## src/rtl/tmcw_pkg.sv

```systemverilog
`default_nettype none

package tmcw_pkg;

    localparam int SCREEN_WIDTH_DEF  = 80;
    localparam int SCREEN_HEIGHT_DEF = 25;
    localparam int TAB_SPACES_DEF    = 4;

    localparam int CHAR_W    = 8;
    localparam int INDEX_W   = 11;
    localparam int CELL_W    = 16;
    localparam int COL_OUT_W = 7;
    localparam int ROW_OUT_W = 5;

    localparam logic [CHAR_W-1:0] CODE_BACKSPACE = 8'd8;
    localparam logic [CHAR_W-1:0] CODE_TAB       = 8'd9;
    localparam logic [CHAR_W-1:0] CODE_NEWLINE   = 8'd10;
    localparam logic [CHAR_W-1:0] CODE_RETURN    = 8'd13;
    localparam logic [CHAR_W-1:0] CODE_SPACE     = 8'd32;

    localparam logic [CHAR_W-1:0] TEXT_COLOR_RESET = 8'h07;
    localparam logic [CELL_W-1:0] CELL_RESET       = {TEXT_COLOR_RESET, CODE_SPACE};

    localparam logic ACTION_PUT  = 1'b0;
    localparam logic ACTION_READ = 1'b1;

    typedef enum logic [2:0] {
        KIND_READ,
        KIND_PRINT,
        KIND_TAB,
        KIND_NEWLINE,
        KIND_RETURN,
        KIND_BACKSPACE
    } t_kind;

    typedef struct packed {
        t_kind              kind;
        logic [CHAR_W-1:0]  ch;
        logic [INDEX_W-1:0] cidx;
        logic               in_range;
    } t_cmd;

    // Head of the request queue, seen by the back end.
    typedef struct packed {
        logic valid;
        t_cmd cmd;
    } t_queue_head;

    // Back end to front end.
    typedef struct packed {
        logic pop;
        logic clearing;
    } t_back_ctl;

    function automatic logic [CELL_W-1:0] make_cell(input logic [CHAR_W-1:0] color,
                                                    input logic [CHAR_W-1:0] ch);
        return {color, ch};
    endfunction

endpackage

`default_nettype wire

```

## src/rtl/tmcw_if.sv

```systemverilog
`default_nettype none

interface tmcw_cmd_if;
    import tmcw_pkg::*;

    logic               valid;
    logic               ready;
    logic               action;
    logic [CHAR_W-1:0]  char_code;
    logic [INDEX_W-1:0] cell_index;

    modport source(output valid, action, char_code, cell_index, input ready);
    modport sink(input valid, action, char_code, cell_index, output ready);
endinterface


`default_nettype wire

```

## src/rtl/tmcw_front.sv

```systemverilog
`default_nettype none

module tmcw_front #(
    parameter int SCREEN_WIDTH  = tmcw_pkg::SCREEN_WIDTH_DEF,
    parameter int SCREEN_HEIGHT = tmcw_pkg::SCREEN_HEIGHT_DEF
) (
    input  wire logic              i_clk,
    input  wire logic              i_rst_n,
    tmcw_cmd_if.sink               i_cmd,
    input  wire tmcw_pkg::t_back_ctl   i_ctl,
    output tmcw_pkg::t_queue_head  o_head
);
    import tmcw_pkg::*;

    localparam int CELL_COUNT = SCREEN_WIDTH * SCREEN_HEIGHT;

    t_cmd       r_q [2];
    logic       r_wr_ptr;
    logic       r_rd_ptr;
    logic [1:0] r_count;

    t_cmd w_cmd;
    logic w_push;
    logic w_pop;

    // Sort each request into the operation the back end will carry out.
    always_comb begin
        w_cmd.ch       = i_cmd.char_code;
        w_cmd.cidx     = i_cmd.cell_index;
        w_cmd.in_range = (32'(i_cmd.cell_index) < 32'(CELL_COUNT));
        if (i_cmd.action == ACTION_READ) begin
            w_cmd.kind = KIND_READ;
        end else begin
            case (i_cmd.char_code)
                CODE_NEWLINE:   w_cmd.kind = KIND_NEWLINE;
                CODE_BACKSPACE: w_cmd.kind = KIND_BACKSPACE;
                CODE_TAB:       w_cmd.kind = KIND_TAB;
                CODE_RETURN:    w_cmd.kind = KIND_RETURN;
                default:        w_cmd.kind = KIND_PRINT;
            endcase
        end
    end

    assign i_cmd.ready = (r_count != 2'd2) && !i_ctl.clearing;
    assign w_push      = i_cmd.valid && i_cmd.ready;
    assign w_pop       = i_ctl.pop && (r_count != 2'd0);

    always_ff @(posedge i_clk) begin
        if (!i_rst_n) begin
            r_wr_ptr <= 1'b0;
            r_rd_ptr <= 1'b0;
            r_count  <= 2'd0;
        end else begin
            if (w_push) begin
                r_q[r_wr_ptr] <= w_cmd;
                r_wr_ptr      <= ~r_wr_ptr;
            end
            if (w_pop) begin
                r_rd_ptr <= ~r_rd_ptr;
            end
            case ({w_push, w_pop})
                2'b10:   r_count <= r_count + 2'd1;
                2'b01:   r_count <= r_count - 2'd1;
                default: r_count <= r_count;
            endcase
        end
    end

    assign o_head.valid = (r_count != 2'd0);
    assign o_head.cmd   = r_q[r_rd_ptr];

endmodule

`default_nettype wire

```

## src/flat_wrapper.sv

```systemverilog
// flat-port wrapper written by rule: the top's interface ports become plain ports
module tmcw_front_flat import tmcw_pkg::*;
#(
    parameter int SCREEN_WIDTH  = tmcw_pkg::SCREEN_WIDTH_DEF,
    parameter int SCREEN_HEIGHT = tmcw_pkg::SCREEN_HEIGHT_DEF
)
  (i_clk, i_rst_n, i_ctl, o_head, i_cmd_valid, i_cmd_action, i_cmd_char_code, i_cmd_cell_index, i_cmd_ready);
  tmcw_cmd_if i_cmd_i ();
  input  wire logic i_clk;
  input  wire logic i_rst_n;
  input  wire tmcw_pkg::t_back_ctl i_ctl;
  output tmcw_pkg::t_queue_head o_head;
  input wire logic [$bits(i_cmd_i.valid)-1:0] i_cmd_valid;
  input wire logic [$bits(i_cmd_i.action)-1:0] i_cmd_action;
  input wire logic [$bits(i_cmd_i.char_code)-1:0] i_cmd_char_code;
  input wire logic [$bits(i_cmd_i.cell_index)-1:0] i_cmd_cell_index;
  output wire logic [$bits(i_cmd_i.ready)-1:0] i_cmd_ready;
  assign i_cmd_i.valid = i_cmd_valid;
  assign i_cmd_i.action = i_cmd_action;
  assign i_cmd_i.char_code = i_cmd_char_code;
  assign i_cmd_i.cell_index = i_cmd_cell_index;
  assign i_cmd_ready = i_cmd_i.ready;
  tmcw_front #(.SCREEN_WIDTH(SCREEN_WIDTH), .SCREEN_HEIGHT(SCREEN_HEIGHT)) u_core (.i_clk(i_clk), .i_rst_n(i_rst_n), .i_cmd(i_cmd_i), .i_ctl(i_ctl), .o_head(o_head));
endmodule
```

## config.mk

```make
export PLATFORM = sky130hd
export DESIGN_NAME = tmcw_front_flat
export DESIGN_NICKNAME = d
export VERILOG_FILES = /design/src/rtl/tmcw_pkg.sv /design/src/rtl/tmcw_if.sv /design/src/rtl/tmcw_front.sv /design/src/flat_wrapper.sv
export SDC_FILE = /design/constraint.sdc
export NUM_CORES = 1
export LEC_CHECK = 0
export BUFFER_PORTS_ARGS = -buffer_cell sky130_fd_sc_hd__buf_2
export CORE_ASPECT_RATIO = 0.75
export CORE_MARGIN = 2
export CORE_UTILIZATION = 35
export CTS_BUF_LIST = sky130_fd_sc_hd__clkbuf_8
export DETAILED_ROUTE_END_ITERATION = 8
export PLACE_DENSITY_LB_ADDON = 0.08
export SLEW_MARGIN = 40
export SYNTH_ARGS = -nofsm -noshare
export SYNTH_HDL_FRONTEND = slang
export SYNTH_SLANG_ARGS = --single-unit
```

## constraint.sdc

```tcl
create_clock -name i_clk -period 2.8 [get_ports i_clk]
set_clock_uncertainty 0.15 [all_clocks]
set_input_delay 0.14 -clock i_clk [delete_from_list [all_inputs] [get_ports i_clk]]
set_output_delay 0.14 -clock i_clk [all_outputs]
set_load 0.03 [all_outputs]
```

# ---- Word level (Yosys, flattened, before mapping)
# Memory sizes are Yosys's and may differ from the RTL's. A register that Yosys moved wholly into a read port is not among the register bits.
# Index checks and enable logic that the tools add are counted.
dict set report word_totals {
  register_bits 4
  ram_bits 46
  input_bits 25
  mem_count 1
}
# name depth width read_ports rd_ports_with_merged_regs write_ports line
set memory_table {}
lappend memory_table {u_core.r_q 2 23 1 1 1 tmcw_front.sv:17} ;# t_cmd r_q [2];
dict set report op_classes {
  add_sub_neg 2
  order_cmp 1
  eq_ne 7
  mux 8
  bitwise 2
  n_reduce_logical 6
}
# operator n
set ops {}
lappend ops {{equality test 8 x 4 -> 1 bit (second input constant)} 4}
lappend ops {{one-hot mux 3 bit (4 select lines)} 1}
lappend ops {{less-than comparator 11 bit (second input constant)} 1}
lappend ops {{two-way mux 1 bit} 5}
lappend ops {{one-hot mux 2 bit (2 select lines)} 1}
lappend ops {{nonzero test 2 bit} 2}
lappend ops {{logical AND 1 bit} 3}
lappend ops {{two-way mux 3 bit} 1}
lappend ops {{adder 2 x 1 -> 2 bit (second input constant)} 1}
lappend ops {{equality test 2 x 1 -> 1 bit (second input constant)} 1}
lappend ops {{equality test 2 bit (second input constant)} 1}
lappend ops {{!= test 2 bit (second input constant)} 1}
lappend ops {{inverter 1 bit} 2}
lappend ops {{subtractor 2 x 1 -> 2 bit (second input constant)} 1}
lappend ops {{logical NOT 1 bit} 1}

# ---- Longest topological paths before layout
dict set report depth {
  ltp_word 6
  ltp_mapped 6
}

# ---- Least setup slack after synthesis
# No wires, ideal clock.
dict set report synth_timing {
  path_type {reg2reg}
  from {register u_core.r_count[0]}
  to {memory u_core.r_q[0][0] (netlist name), enable pin}
  arrival_time_ns 1.621
  path_slack_ns 0.627
  path_stages_with_launch 4
  path_buffers 0
  cell_sequence {dfxtp_1 -> nand2b_1 -> nand2_1 -> nor2_1}
}
dict set report synth_via {
  elab_chain_cells 6
}
# element line
set synth_rtl {}
lappend synth_rtl {{start: declaration} tmcw_front.sv:20} ;# logic [1:0] r_count;
lappend synth_rtl {{start signal: assignment} tmcw_front.sv:62} ;# 2'b10: r_count <= r_count + 2'd1;
lappend synth_rtl {{start signal: assignment} tmcw_front.sv:63} ;# 2'b01: r_count <= r_count - 2'd1;
lappend synth_rtl {{start signal: assignment} tmcw_front.sv:64} ;# default: r_count <= r_count;
lappend synth_rtl {{!= test 2 bit} tmcw_front.sv:44} ;# assign i_cmd.ready = (r_count != 2'd2) && !i_ctl.clearing;
lappend synth_rtl {{logical AND 1 bit} tmcw_front.sv:44}
lappend synth_rtl {{logical AND 1 bit} tmcw_front.sv:45} ;# assign w_push = i_cmd.valid && i_cmd.ready;
lappend synth_rtl {{two-way mux 1 bit} tmcw_front.sv:54} ;# if (w_push) begin
lappend synth_rtl {{two-way mux 1 bit} tmcw_front.sv:49} ;# if (!i_rst_n) begin
lappend synth_rtl {{two-way mux 1 bit (implied by the code)} tmcw_front.sv:55} ;# r_q[r_wr_ptr] <= w_cmd;
lappend synth_rtl {{end: declaration} tmcw_front.sv:17}
# Every way passes these cells.

==> results.json <==
{
  "slew_headroom_pct": 78.02,
  "pin_count": 50,
  "route.detailed.drc": 0,
  "critical_path.max_stage_delay_ns": 0.57,
  "flip_flop_and_latch_count_after_synthesis": 51,
  "max-vdd-ir-drop_uv": 272.2,
  "syn2layout_area_growth_pct": 32.93,
  "seq_area_frac_synth_pct": 75.41,
  "drive_gt1_share_pct": 44.09,
  "fp-row-count": 23,
  "p_total_uw": 1896,
  "report.final.hold_viol_count": 0,
  "cts-root-to-sink-buffers": 2,
  "grt_util_all_layers_pct": 12.17,
  "overflow": 0,
  "synth_largest_area_cell": "sky130_fd_sc_hd__edfxtp_1",
  "crit_slowest_cell": "sky130_fd_sc_hd__or4b_1",
  "die-width_um": 90.51,
  "first_global_vias": 1204,
  "globalRouteMet2Util_pct": 21.46,
  "nets": 211,
  "synth_fp_nets": 133,
  "insertion_delay_ns": 0.29,
  "die_area_um2": 6234,
  "synth_cells": 107,
  "final-seq-area_um2": 1481,
  "finalCoreUtilization_pct": 48.52,
  "cts_made_buffers": 5,
  "max_cap_violations": 0,
  "syn-cell-area_um2": 1964,
  "syn_area_per_cell_um2": 18.36,
  "routed_wirelength_um": 3728,
  "worstSetupEndpointType": "register",
  "worstPathMaxFanout": 3,
  "chip_height_um": 68.88,
  "multiInputGateArea_um2": 478.0,
  "timing.final.setup_violations": 0,
  "number_of_antenna_violations_at_the_first_check_in_global_routing": 0,
  "viasPerCell": 4.487,
  "power.share.switching_pct": 31.79,
  "htree_levels": 2,
  "numPlacedInstances": 232,
  "cts_num_sinks": 51,
  "post-route-period-util_pct": 71.92,
  "worst-endpoint-required_ns": 2.76,
  "cts_resized": 0,
  "cts_tree": "yes",
  "maxSlewViolCount": 0,
  "global_route.peak_usage_layer": "met2",
  "initial_utilization_pct": 36.50,
  "route.detailed.wl_per_inst_um": 14.28,
  "seqPwrFrac_pct": 47.8,
  "netlist-cell-type-count": 25,
  "share_comb_of_total_power_pct": 32.0,
  "grt_pass1_wl_um": 5651,
  "crit_path_start_kind": "primary input",
  "postRouteAntennaNets": 0,
  "period_minus_slack_ns": 2.014,
  "gr-usage-met3_pct": 3.913,
  "groute.layer.met1.usage_pct": 14.74,
  "tightest_slew_ns": 0.3297,
  "synth-warning-count": 0,
  "design.core.area_um2": 5381,
  "power_density_nw_per_um2": 726.2,
  "grt_setup_unrepaired": "false",
  "intPower_uw": 1293,
  "p_leak_uw": 0.0009554,
  "clkTransAtPathRegs_ns": 0.08,
  "insertedDiodeCount": 0,
  "post_synth_main_area_contributors": "sky130_fd_sc_hd__edfxtp_1, sky130_fd_sc_hd__mux2_2, sky130_fd_sc_hd__dfxtp_1",
  "pin_count_of_the_biggest_net_entering_global_routing": 24,
  "initial_detailed_routing_violation_count": 21,
  "critPathArrivalTime_ns": 1.98,
  "fmaxAchievable_ghz": 0.4966,
  "routed-via-count": 1171,
  "timing.critical_path.cells": "dlygate4sd3_1, buf_2, or4b_1, or3_1, nor3_1",
  "critPathKind": "primary input to register",
  "cts-root-buf": "sky130_fd_sc_hd__clkbuf_8",
  "num-fill-cells": 511,
  "drt_first_pass_iters": 3,
  "timing.setup.tns_ns": 0,
  "portBuffers": 49,
  "power_frac_clock_pct": 20.2,
  "routabilityCongestion": 0.7410,
  "switching_power_uw": 602.9,
  "run_status": "finished, final reports clean",
  "post-synth-top-area-fraction_pct": 70.32,
  "finalHoldWorstSlack_ns": 0.09386,
  "post_layout_nonfiller_instances": 261,
  "hold_path_class": "primary input to register"
}
==> state kept, by name, indices dropped and copies added (netlist names), named ones only <==
| signal | cells |
|---|---|
| u_core.r_q | 46 |
| u_core.r_count | 2 |
| u_core.r_rd_ptr | 1 |
| u_core.r_wr_ptr | 1 |
==> synth_stat cells <==
| cell | number |
|---|---|
| sky130_fd_sc_hd__buf_1 | 1 |
| sky130_fd_sc_hd__and4_1 | 1 |
| sky130_fd_sc_hd__xnor2_1 | 4 |
| sky130_fd_sc_hd__a21boi_0 | 1 |
| sky130_fd_sc_hd__nor3_1 | 2 |
| sky130_fd_sc_hd__nor4b_1 | 1 |
| sky130_fd_sc_hd__dfxtp_1 | 5 |
| sky130_fd_sc_hd__mux2i_1 | 1 |
| sky130_fd_sc_hd__o2111ai_1 | 1 |
| sky130_fd_sc_hd__nand2_1 | 2 |
| sky130_fd_sc_hd__mux2_2 | 23 |
| sky130_fd_sc_hd__or4b_1 | 1 |
| sky130_fd_sc_hd__clkbuf_1 | 1 |
| sky130_fd_sc_hd__edfxtp_1 | 46 |
| sky130_fd_sc_hd__o21ai_0 | 1 |
| sky130_fd_sc_hd__o21a_1 | 1 |
| sky130_fd_sc_hd__or2_2 | 1 |
| sky130_fd_sc_hd__nand2b_1 | 2 |
| sky130_fd_sc_hd__nor2_1 | 2 |
| sky130_fd_sc_hd__xor2_1 | 1 |
| sky130_fd_sc_hd__or3_1 | 2 |
| sky130_fd_sc_hd__ha_1 | 1 |
| sky130_fd_sc_hd__and2_1 | 1 |
| sky130_fd_sc_hd__nor2b_1 | 4 |
| sky130_fd_sc_hd__and3_1 | 1 |
==> through the flow <==
stage / worst slack, ns / cell area [µm²]
after detailed placement: 0.9897 / 2321
after floorplan: 0.6268 / 1964
after global routing: 0.6793 / 2611
final: 0.7863 / 2611
after CTS: 0.7601 / 2611
after global placement: 1.091 / 2321
==> worst max-delay path, delay by kind of cell <==
family                 cells  cell delay, ns
AND/OR/NAND/NOR            3            1.17
buffers and inverters      2            0.67
==> metal layers <==
metal / share of wire (%) / vias to the layer above / wire (µm)
met2: 49 / 29 / 1817
met4: 0.56 / 0 / 21
met5: 0 / - / 0
li1: - / 571 / -
met1: 46 / 567 / 1710
met3: 4.8 / 4 / 179
==> cell type report <==
class / count / area share, %
Sequential cell: 51 / 56.73
Multi-Input combinational cell: 54 / 18.30
Timing Repair Buffer: 73 / 18.30
Tap cell: 75 / 3.594
Clock buffer: 5 / 2.635
Clock inverter: 3 / 0.4312
==> path summary, 6_finish.rpt <==
check | from | end | slack [ns] | cells past startpoint
worst max-delay path | i_cmd_char_code[5] | u_core.r_q[1][22] | 0.79 | 5
worst min-delay path | i_ctl[0] | u_core.r_wr_ptr | 0.09 | 4
worst max register to register | u_core.r_count[0] | u_core.r_count[1] | 0.98 | 5
worst min register to register | u_core.r_wr_ptr | u_core.r_wr_ptr | 0.32 | 2
==> power by group through the flow <==
stage | registers, µW | clock network, µW | logic [µW]
2_1_floorplan | 921 | 0 | 429
3_3_place_gp | 918 | 0 | 583
3_5_place_dp | 923 | 0 | 593
4_1_cts | 906 | 400 | 618
5_1_grt | 910 | 432 | 654
6_report | 906 | 383 | 607
==> placed cells by master, fill, tap and decap left out, types with 2 or more instances in the layout <==
master | netlist | routed
sky130_fd_sc_hd__or3_1 | 2 | 2
sky130_fd_sc_hd__nor2b_1 | 4 | 4
sky130_fd_sc_hd__nand2_1 | 2 | 2
sky130_fd_sc_hd__buf_2 | 0 | 49
sky130_fd_sc_hd__nand2b_1 | 2 | 2
sky130_fd_sc_hd__clkbuf_8 | 0 | 5
sky130_fd_sc_hd__edfxtp_1 | 46 | 46
sky130_fd_sc_hd__nor3_1 | 2 | 2
sky130_fd_sc_hd__dfxtp_1 | 5 | 5
sky130_fd_sc_hd__buf_4 | 0 | 3
sky130_fd_sc_hd__xnor2_1 | 4 | 4
sky130_fd_sc_hd__mux2_2 | 23 | 23
sky130_fd_sc_hd__clkinv_1 | 0 | 2
sky130_fd_sc_hd__dlygate4sd3_1 | 0 | 21
==> logic make-up (layout without fill, tap and decap cells) <==
| logic type | Yosys count | count (layout) | synth area share [%] |
|---|---|---|---|
| DFF | 51 | 51 | 75.41 |
| muxes | 24 | 24 | 13.69 |
| and+or+nand+nor | 20 | 20 | 6.179 |
| xor gates and xnor gates | 5 | 5 | 2.229 |
| AOI/OAI and AO/OA | 4 | 4 | 1.465 |
| buffers and inverters | 2 | 81 | 0.3818 |
| adders and majority gates | 1 | 1 | 0.6368 |
==> repair_timing <==
action,CTS,global route
setup buffers,0,0
hold buffers,21,0
hold endpoints to repair,43,0
Power figures use the tool's default switching activity.
